--- config.mk ---
export PLATFORM = sky130hd
export DESIGN_NAME = grid_line_point_generator_top
export DESIGN_NICKNAME = d
export VERILOG_FILES = /design/src/rtl/glpg_pkg.sv /design/src/rtl/glpg_ctrl.sv /design/src/rtl/glpg_datapath.sv /design/src/rtl/grid_line_point_generator_top.sv
export VERILOG_INCLUDE_DIRS = /design/src /design/src/rtl
export SDC_FILE = /design/constraint.sdc
export NUM_CORES = 1
export LEC_CHECK = 0
export BUFFER_PORTS_ARGS = -buffer_cell sky130_fd_sc_hd__clkbuf_2
export CORE_MARGIN = 10
export CORE_UTILIZATION = 49
export DETAILED_ROUTE_END_ITERATION = 8
export PLACE_DENSITY = 0.77
export SYNTH_ARGS = -nofsm -noshare
export SYNTH_HDL_FRONTEND = slang
export SYNTH_HIERARCHICAL = 1
export SYNTH_SLANG_ARGS = --single-unit
export TNS_END_PERCENT = 10
--- constraint.sdc ---
create_clock -name clock -period 5.9 [get_ports clock]
set_input_delay 0.59 -clock clock [delete_from_list [all_inputs] [get_ports clock]]
set_output_delay 0.59 -clock clock [all_outputs]
set_load 0.005 [all_outputs]
--- src/rtl/grid_line_point_generator_top_assert.svh ---
// Assertion macros used by the line generator datapath.
`ifndef GRID_LINE_POINT_GENERATOR_TOP_ASSERT_SVH
`define GRID_LINE_POINT_GENERATOR_TOP_ASSERT_SVH

// Same-cycle implication, checked outside reset.
`define GLPG_ASSERT_NOW(label, clk, rst, ante, cons) \
   label: assert property (@(posedge clk) disable iff (rst) (ante) |-> (cons)) \
      else $error("glpg: same-cycle check failed");

// Next-cycle implication, checked outside reset.
`define GLPG_ASSERT_NEXT(label, clk, rst, ante, cons) \
   label: assert property (@(posedge clk) disable iff (rst) (ante) |=> (cons)) \
      else $error("glpg: next-cycle check failed");

`endif

--- src/rtl/glpg_pkg.sv ---
// Package for the grid line generator: constants, beat types, control types.
`default_nettype none
package glpg_pkg;

   localparam int GRID_X_LIMIT = 17;
   localparam int GRID_Y_LIMIT = 13;
   localparam int MAX_RESULTS  = 16;

   localparam int COORD_W = 5;
   localparam int ROW_OUT_W = 4;
   localparam int LIM_W = 7;
   localparam int ERR_W = COORD_W + 3;
   localparam int CNT_W = $clog2(MAX_RESULTS);

   typedef logic [COORD_W-1:0] coord_type;

   typedef struct packed {
      logic [COORD_W-1:0] start_col;
      logic [COORD_W-1:0] start_row;
      logic [COORD_W-1:0] end_col;
      logic [COORD_W-1:0] end_row;
   } req_beat_type;

   typedef struct packed {
      logic [COORD_W-1:0]   cell_col;
      logic [ROW_OUT_W-1:0] cell_row;
      logic                 last_cell;
   } rsp_beat_type;

   typedef enum logic {
      ST_IDLE,
      ST_WALK
   } state_type;

   // Controller to datapath.
   typedef struct packed {
      logic load;
      logic emit;
   } cmd_type;

   // Datapath to controller.
   typedef struct packed {
      logic line_ok;
      logic slot_free;
      logic at_end;
      logic at_cap;
   } status_type;

endpackage
`default_nettype wire

--- src/rtl/glpg_ctrl.sv ---
// Control state machine of the grid line generator.
`default_nettype none
module glpg_ctrl (
   input  wire logic               clock,
   input  wire logic               reset,
   input  wire logic               req_valid,
   output logic                    req_stall,
   input  wire glpg_pkg::status_type sts,
   output glpg_pkg::cmd_type       cmd
);
   import glpg_pkg::*;

   state_type state_ff;
   state_type state_in;

   // State register
   always_ff @(posedge clock) begin
      if (reset) begin
         state_ff <= ST_IDLE;
      end else begin
         state_ff <= state_in;
      end
   end

   // Next state and commands
   always_comb begin
      state_in  = state_ff;
      cmd       = '0;
      req_stall = 1'b1;
      unique case (state_ff)
         ST_IDLE: begin
            req_stall = 1'b0;
            if (req_valid && sts.line_ok) begin
               cmd.load = 1'b1;
               state_in = ST_WALK;
            end
         end
         ST_WALK: begin
            if (sts.slot_free) begin
               cmd.emit = 1'b1;
               if (sts.at_end || sts.at_cap) begin
                  state_in = ST_IDLE;
               end
            end
         end
         default: begin
            state_in = ST_IDLE;
         end
      endcase
   end

endmodule
`default_nettype wire

--- src/rtl/glpg_datapath.sv ---
// Walk registers, Bresenham step logic and output register of the line generator.
`default_nettype none
`include "grid_line_point_generator_top_assert.svh"
module glpg_datapath (
   input  wire logic                  clock,
   input  wire logic                  reset,
   input  wire glpg_pkg::req_beat_type req_beat,
   input  wire glpg_pkg::cmd_type     cmd,
   output glpg_pkg::status_type       sts,
   output logic                       rsp_valid,
   input  wire logic                  rsp_stall,
   output glpg_pkg::rsp_beat_type     rsp_beat
);
   import glpg_pkg::*;

   coord_type x_ff, y_ff, goal_col_ff, goal_row_ff, span_col_ff, span_row_ff;
   logic signed [ERR_W-1:0] err_ff;
   logic col_neg_ff, row_neg_ff;
   logic [CNT_W-1:0] cnt_ff;
   logic rsp_valid_ff;
   rsp_beat_type rsp_beat_ff;

   coord_type dx_in, dy_in;
   logic signed [ERR_W-1:0] err_in;
   logic signed [ERR_W:0] e2, neg_dy, dx_ext;
   logic step_x, step_y;
   logic start_on, end_on, same_cell;

   // Endpoint checks on the incoming beat
   always_comb begin
      start_on = ({2'b0, req_beat.start_col} >= LIM_W'(1))
              && ({2'b0, req_beat.start_col} < LIM_W'(GRID_X_LIMIT))
              && ({2'b0, req_beat.start_row} >= LIM_W'(1))
              && ({2'b0, req_beat.start_row} < LIM_W'(GRID_Y_LIMIT));
      end_on   = ({2'b0, req_beat.end_col} >= LIM_W'(1))
              && ({2'b0, req_beat.end_col} < LIM_W'(GRID_X_LIMIT))
              && ({2'b0, req_beat.end_row} >= LIM_W'(1))
              && ({2'b0, req_beat.end_row} < LIM_W'(GRID_Y_LIMIT));
      same_cell = (req_beat.start_col == req_beat.end_col)
               && (req_beat.start_row == req_beat.end_row);
      dx_in = (req_beat.end_col > req_beat.start_col)
            ? req_beat.end_col - req_beat.start_col
            : req_beat.start_col - req_beat.end_col;
      dy_in = (req_beat.end_row > req_beat.start_row)
            ? req_beat.end_row - req_beat.start_row
            : req_beat.start_row - req_beat.end_row;
   end

   // One Bresenham step from the current cell
   always_comb begin
      e2     = {err_ff, 1'b0};
      neg_dy = -$signed({4'b0, span_row_ff});
      dx_ext = $signed({4'b0, span_col_ff});
      step_x = e2 > neg_dy;
      step_y = e2 < dx_ext;
      err_in = err_ff
             - (step_x ? $signed({3'b0, span_row_ff}) : ERR_W'(0))
             + (step_y ? $signed({3'b0, span_col_ff}) : ERR_W'(0));
   end

   always_comb begin
      sts.line_ok   = start_on && end_on && !same_cell;
      sts.slot_free = !rsp_valid_ff || !rsp_stall;
      sts.at_end    = (x_ff == goal_col_ff) && (y_ff == goal_row_ff);
      sts.at_cap    = (cnt_ff == CNT_W'(MAX_RESULTS - 1));
   end

   // Walk registers
   always_ff @(posedge clock) begin
      if (cmd.load) begin
         x_ff        <= req_beat.start_col;
         y_ff        <= req_beat.start_row;
         goal_col_ff <= req_beat.end_col;
         goal_row_ff <= req_beat.end_row;
         span_col_ff <= dx_in;
         span_row_ff <= dy_in;
         col_neg_ff  <= !(req_beat.start_col < req_beat.end_col);
         row_neg_ff  <= !(req_beat.start_row < req_beat.end_row);
         err_ff      <= $signed({3'b0, dx_in}) - $signed({3'b0, dy_in});
         cnt_ff      <= '0;
      end else if (cmd.emit) begin
         if (step_x) begin
            x_ff <= col_neg_ff ? x_ff - COORD_W'(1) : x_ff + COORD_W'(1);
         end
         if (step_y) begin
            y_ff <= row_neg_ff ? y_ff - COORD_W'(1) : y_ff + COORD_W'(1);
         end
         err_ff <= err_in;
         cnt_ff <= cnt_ff + CNT_W'(1);
      end
   end

   // Output register: holds a beat until the sink takes it
   always_ff @(posedge clock) begin
      if (reset) begin
         rsp_valid_ff <= 1'b0;
      end else if (cmd.emit) begin
         rsp_valid_ff <= 1'b1;
      end else if (!rsp_stall) begin
         rsp_valid_ff <= 1'b0;
      end
   end

   always_ff @(posedge clock) begin
      if (cmd.emit) begin
         rsp_beat_ff.cell_col  <= x_ff;
         rsp_beat_ff.cell_row  <= y_ff[ROW_OUT_W-1:0];
         rsp_beat_ff.last_cell <= sts.at_end;
      end
   end

   assign rsp_valid = rsp_valid_ff;
   assign rsp_beat  = rsp_beat_ff;

   `GLPG_ASSERT_NOW(a_emit_into_free_slot, clock, reset, cmd.emit, sts.slot_free)
   `GLPG_ASSERT_NEXT(a_emit_shows_beat, clock, reset, cmd.emit, rsp_valid_ff)
   `GLPG_ASSERT_NEXT(a_hold_beat, clock, reset, rsp_valid_ff && rsp_stall, $stable(rsp_beat_ff))
   `GLPG_ASSERT_NOW(a_load_not_emit, clock, reset, cmd.load, !cmd.emit)

endmodule
`default_nettype wire

--- src/rtl/grid_line_point_generator_top.sv ---
// Top level of the grid line generator: controller plus datapath.
//
//   channel | direction | handshake            | payload
//   req     | in        | req_valid/req_stall  | start and end cell
//   rsp     | out       | rsp_valid/rsp_stall  | one line cell, last marker
//
// A line is accepted in the idle state and then walked one cell per cycle,
// unless the output stalls, out of the step unit into the output register.
// Lines with equal endpoints or an endpoint off the grid give no beats.
// Reset is synchronous and returns the controller to idle with no beat shown.
// A stalled output holds the current cell and pauses the walk; a new request
// is taken as soon as the walk ends, while the final beat may still wait.
`default_nettype none
module grid_line_point_generator_top (
   input  wire logic                   clock,
   input  wire logic                   reset,
   input  wire logic                   req_valid,
   output logic                        req_stall,
   input  wire glpg_pkg::req_beat_type req_beat,
   output logic                        rsp_valid,
   input  wire logic                   rsp_stall,
   output glpg_pkg::rsp_beat_type      rsp_beat
);
   import glpg_pkg::*;

   cmd_type    cmd;
   status_type sts;

   glpg_ctrl u_ctrl (
      .clock     (clock),
      .reset     (reset),
      .req_valid (req_valid),
      .req_stall (req_stall),
      .sts       (sts),
      .cmd       (cmd)
   );

   glpg_datapath u_datapath (
      .clock     (clock),
      .reset     (reset),
      .req_beat  (req_beat),
      .cmd       (cmd),
      .sts       (sts),
      .rsp_valid (rsp_valid),
      .rsp_stall (rsp_stall),
      .rsp_beat  (rsp_beat)
   );

endmodule
`default_nettype wire

# Word level (Yosys, flattened, before mapping)
# Cells that the tools add are included.
[op_classes]
bitwise_logic = 1
order_cmp = 14
addsub = 13
eq_ne = 6
muxes = 24
reduce_logical = 23
[op_table]
columns = ["op", "n"]
rows = [
  ["two-way mux 5 bit", 12],
  ["== test 5 bit", 4],
  [">= comparator 5 x 1 -> 1 bit, second input constant", 4],
  ["subtractor 5 bit", 4],
  ["two-way mux 8 bit", 2],
  ["logical AND 1 bit", 11],
  ["adder 5 x 1 -> 5 bit, second input constant", 2],
  ["> comparator 5 bit", 2],
  ["less-than comparator 5 x 4 -> 1 bit, second input constant", 2],
  ["less-than comparator 5 bit", 2],
  ["less-than comparator 5 bit, second input constant", 2],
  ["subtractor 5 x 1 -> 5 bit, second input constant", 2],
  ["> comparator 9 bit", 1],
  ["less-than comparator 9 x 6 -> 1 bit", 1],
  ["two-way mux 1 bit", 9],
  ["negator 5 -> 9 bit", 1],
  ["adder 8 bit", 1],
  ["subtractor 8 bit", 1],
  ["nonzero test 2 bit", 3],
  ["subtractor 5 x 5 -> 6 bit", 1],
  ["zero test 1 bit", 5],
  ["adder 4 x 1 -> 4 bit, second input constant", 1],
  ["== test 4 bit, second input constant", 1],
  ["AND reduction 2 bit", 2],
  ["4 further kinds", 5],
]
[word_totals]
word_cells = 96
out_inout_bits = 12
reg_bits = 56
inputBits = 24

# Longest topological paths before layout
[depth]
word_depth = 11
depth_mapped = 20
mapped_depth_nobuf = 20

# Modules after synthesis
# Netlist, hierarchy kept.
[modules_own_cells]
columns = ["module", "cells_each", "seq_area_each_um2", "area_per_inst_um2", "n_inst"]
rows = [
  ["glpg_datapath", 444, 1601.5, 4455.5, 1],
  ["glpg_ctrl", 7, 20.0, 57.6, 1],
]

# Least setup slack after synthesis
# Ideal clock, no wire load.
[synth_path]
kind = "register to register"
from = "register u_datapath.span_row_ff[0]"
to = "register u_datapath.err_ff[6] (data pin)"
period_less_slack_ns = 4.283
t_arrival_ns = 4.013
setup_time_ns = 0.270
stages_incl_launch_ff = 16
n_path_buf = 0
t_required_ns = 5.630
slack_ns = 1.617
cell_sequence = "edfxtp_1 > inv_1 > ha_1 > and3_1 > ha_1 > a21o_1 > a2111o_1 > o21ai_0 > nor2_1 > fa_1 > fa_1 > nor2b_1 > o21ai_0 > a21boi_0 > nor3_1 > or3b_2"
[synth_between]
elab_chain_len = 7
[synth_lines]
columns = ["element", "line_no", "source"]
rows = [
  ["from (decl)", "glpg_datapath.sv:16", "coord_type x_ff, y_ff, goal_col_ff, goal_row_ff, span_col_ff, span_row_ff;"],
  ["from (signal assigned)", "glpg_datapath.sv:76", "span_row_ff <= dy_in;"],
  ["negator 5 -> 9 bit", "glpg_datapath.sv:52", "neg_dy = -$signed({4'b0, span_row_ff});"],
  ["> comparator 9 bit", "glpg_datapath.sv:54", "step_x = e2 > neg_dy;"],
  ["two-way mux 5 bit (*)", "glpg_datapath.sv:57", "- (step_x ? $signed({3'b0, span_row_ff}) : ERR_W'(0))"],
  ["subtractor 8 bit (*)", "glpg_datapath.sv:57", ""],
  ["adder 8 bit (*)", "glpg_datapath.sv:58", "+ (step_y ? $signed({3'b0, span_col_ff}) : ERR_W'(0));"],
  ["two-way mux 8 bit (*)", "glpg_datapath.sv:81", "end else if (cmd.emit) begin"],
  ["two-way mux 8 bit (*)", "glpg_datapath.sv:70", "if (cmd.load) begin"],
  ["to (signal assigned)", "glpg_datapath.sv:79", "err_ff <= $signed({3'b0, dx_in}) - $signed({3'b0, dy_in});"],
  ["to (signal assigned)", "glpg_datapath.sv:88", "err_ff <= err_in;"],
  ["to (decl)", "glpg_datapath.sv:17", "logic signed [ERR_W-1:0] err_ff;"],
]
# Mark *: on every way between the ends. The rest lies on a longest branch, timed or not. The select of a mux whose other input is x is not followed.
# A chain may end at the register's enable or synchronous reset.

# Final worst setup path
# Same ends and word-level chain as after synthesis.

==> summary.txt <==
Status -> complete, no violations
RSZ-0062 raised after global routing -> false
Internal -> 660 uW
Hold_buf cts -> 0
Sw Pwr -> 282 uW
Async S/R FF share, synth -> 0
Met2 GRT Util -> 0.249
CTS Root Cell -> clkbuf_8
CTS tree -> done
Io pins -> 36
Net count after synthesis -> 542
Leading register cell type out of synthesis -> edfxtp_1
Final Hold Viols -> 0
Reg2Reg Setup Slack -> 1.22 ns
#FFs+latches synth -> 56
Required @ worst endpoint -> 5.96 ns
Drt first pass iters -> 5
Die area -> 13,400 um2
CP endpoint kind -> flip-flop
Combinational fraction of design power -> 0.285
Switching Fraction -> 0.300
Design Area, Final -> 4890 um2
Post-CTS setup buffers -> 0
Initial antenna violation count -> 0
DP HPWL -> 7790 um
PwrDens -> 193 nW/um2
Met3 Usage GRT -> 0.0212
Worst-Skew Late Latency -> 0.31 ns
Leak -> 0.00226 uW
Top post-synthesis cells by count -> inv_1, ha_1, edfxtp_1
Leading area contributor after synthesis -> edfxtp_1
Top post-synthesis cells by area -> edfxtp_1, ha_1, inv_1, fa_1, xnor2_1
Area after DPL -> 4800 um2
Max Clk Rate -> 0.214 GHz
Reg2reg path depth -> 17
Busiest layer in global routing -> met2
Placer Congestion -> 0.903
CP Max Fanout -> 5
Register area share after synthesis -> 0.359
Minimum clock period -> 4.68 ns
All-Layer GR Usage -> 0.146
FP Rows -> 34
CTS sink count -> 56
Gr ovfl total -> 0
Peak supply drop -> 96.9 uV
Post-detailed-routing wire length -> 9640 um
Slew margin rel. -> 0.427
DRT antenna net count -> 0
First-pass GRT wire length -> 15,700 um
Max Buffers Root-to-Sink -> 2
Htree depth -> 2
Vert. Die Dim -> 116 um
Reg clk slew, reported paths -> 0.10 ns
Max-slew violation count -> 0
# setup viols final -> 0
CTS buffer count -> 5
Final nets -> 577
Vias -> 3,330
Port bufs -> 35
Syn. warnings -> 6
Routed len/inst -> 16.2 um
Clock power share -> 0.225
N_diodes -> 0
CP arrival -> 4.74 ns
Layout area overhead -> 8.37%
Number of DRC markers in iteration 0 -> 260
Mapped cell area -> 4510 um2
Number of global-route vias before repair -> 3,257
DIE WIDTH -> 116 um
Largest net degree at the start of global routing -> 27
Starting Density -> 0.510
Cell variety after synth -> 61
Min-Delay Path Class -> input port to flip-flop
Worst hold stages -> 2
Synth top area share -> 0.333
Flop pwr share -> 0.490
Syn_area_per_cell -> 10.0 um2
Average vias per placed instance -> 5.60
Final period utilization -> 0.793
Mapped Cells -> 451
Core ar. -> 8850 um2
Cell with the most instances after synthesis -> inv_1
Met1 Use GR -> 0.184
Post-route setup TNS -> 0 ns
Layout cells sized above 1 -> 0.148
Crit Path Class -> flip-flop to flip-flop
# resized after CTS -> 0
DRC Markers -> 0
Setup Skew -> 0.00669 ns
Crit path launch type -> flip-flop
Max-Cap Viols -> 0
Number of enable flip-flop cells after synthesis -> 50
Measured slew at the worst slew-check pin -> 0.860 ns
kinds of logic (layout without fill, tap and decap cells):
group | after synthesis | after routing | synth area share
simple gates | 101 | 101 | 0.114
flops | 56 | 56 | 0.359
fa+ha+maj | 67 | 67 | 0.206
buf+inv | 83 | 119 | 0.0718
compound gates | 88 | 88 | 0.131
xor+xnor | 39 | 39 | 0.0757
mux | 17 | 17 | 0.0427
placed cells by master (no fill, tap or decap), types with 7 or more instances in the layout:
| master | instances |
|---|---|
| ha_1 | 55 |
| fa_1 | 12 |
| xnor2_1 | 25 |
| nand2_1 | 32 |
| inv_1 | 74 |
| mux2_2 | 7 |
| clkbuf_2 | 35 |
| a21o_1 | 19 |
| mux2i_1 | 7 |
| o21ai_0 | 17 |
| edfxtp_1 | 50 |
| xor2_1 | 14 |
| a21oi_1 | 24 |
| nor2_1 | 20 |
| nor4_1 | 7 |
registers in the layout (all words and copies together), names as in the netlist:
register,cells
u_datapath/rsp_valid,1
u_datapath/y_ff,5
u_datapath/x_ff,5
u_datapath/row_neg_ff,1
u_ctrl/state_ff,1
u_datapath/span_row_ff,5
u_datapath/cnt_ff,4
u_datapath/rsp_beat,10
u_datapath/col_neg_ff,1
u_datapath/span_col_ff,5
u_datapath/goal_col_ff,5
u_datapath/err_ff,8
u_datapath/goal_row_ff,5
metal layers:
| metal | share of wire | wire length (um) |
|---|---|---|
| met4 | 0.017 | 168 |
| met5 | 0 | 0 |
| met2 | 0.49 | 4710 |
| met1 | 0.44 | 4230 |
| met3 | 0.055 | 526 |
stage by stage:
step	std cells	utilization	hold WS, ns	worst slack [ns]	power (uW)
after floorplan	451	-	0.460	1.62	671
after detailed placement	587	0.542	0.465	1.29	736
final	595	0.553	0.456	1.22	942
after global placement	587	0.542	0.457	1.45	727
after CTS	595	0.553	0.445	1.26	946
after global routing	595	0.553	0.448	0.921	997
worst paths after layout:
check | startpoint | endpoint
worst max register to register | u_datapath/span_row_ff[0] | u_datapath/err_ff[6]
worst min register to register | u_datapath/rsp_valid | u_datapath/rsp_valid
worst max-delay path | u_datapath/span_row_ff[0] | u_datapath/err_ff[6]
worst min-delay path | reset | u_ctrl/state_ff
cell type report:
| type | instances | area (um2) |
|---|---|---|
| Multi-Input combinational cell | 312 | 2570 |
| Fill cell | 758 | 3960 |
| Timing Repair Buffer | 37 | 190 |
| Sequential cell | 56 | 1620 |
| Clock buffer | 5 | 68.8 |
| Inverter | 74 | 278 |
| Tap cell | 108 | 135 |
| Clock inverter | 3 | 22.5 |
critical path, stage by stage, from the launching register on:
cell and delay [ns]:
edfxtp_1 0.39, inv_1 0.08, ha_1 0.22, and2_1 0.16
ha_1 0.27, inv_1 0.04, ha_1 0.31, a41oi_1 0.21
o22ai_1 0.12, o21ai_0 0.45, nor2_1 0.13, fa_1 0.53
fa_1 0.48, nor2b_1 0.12, o21ai_0 0.10, a21boi_0 0.31
nor3_1 0.09, or3b_2 0.44
power groups by stage:
stage / sequential, uW / combinational, uW / clock [uW]
after floorplan: 467 / 203 / 0
after global placement: 470 / 257 / 0
after detailed placement: 470 / 266 / 0
after CTS: 461 / 268 / 217
after global routing: 463 / 303 / 231
final: 462 / 269 / 212
Note: power is estimated with default switching activity, not from simulation.
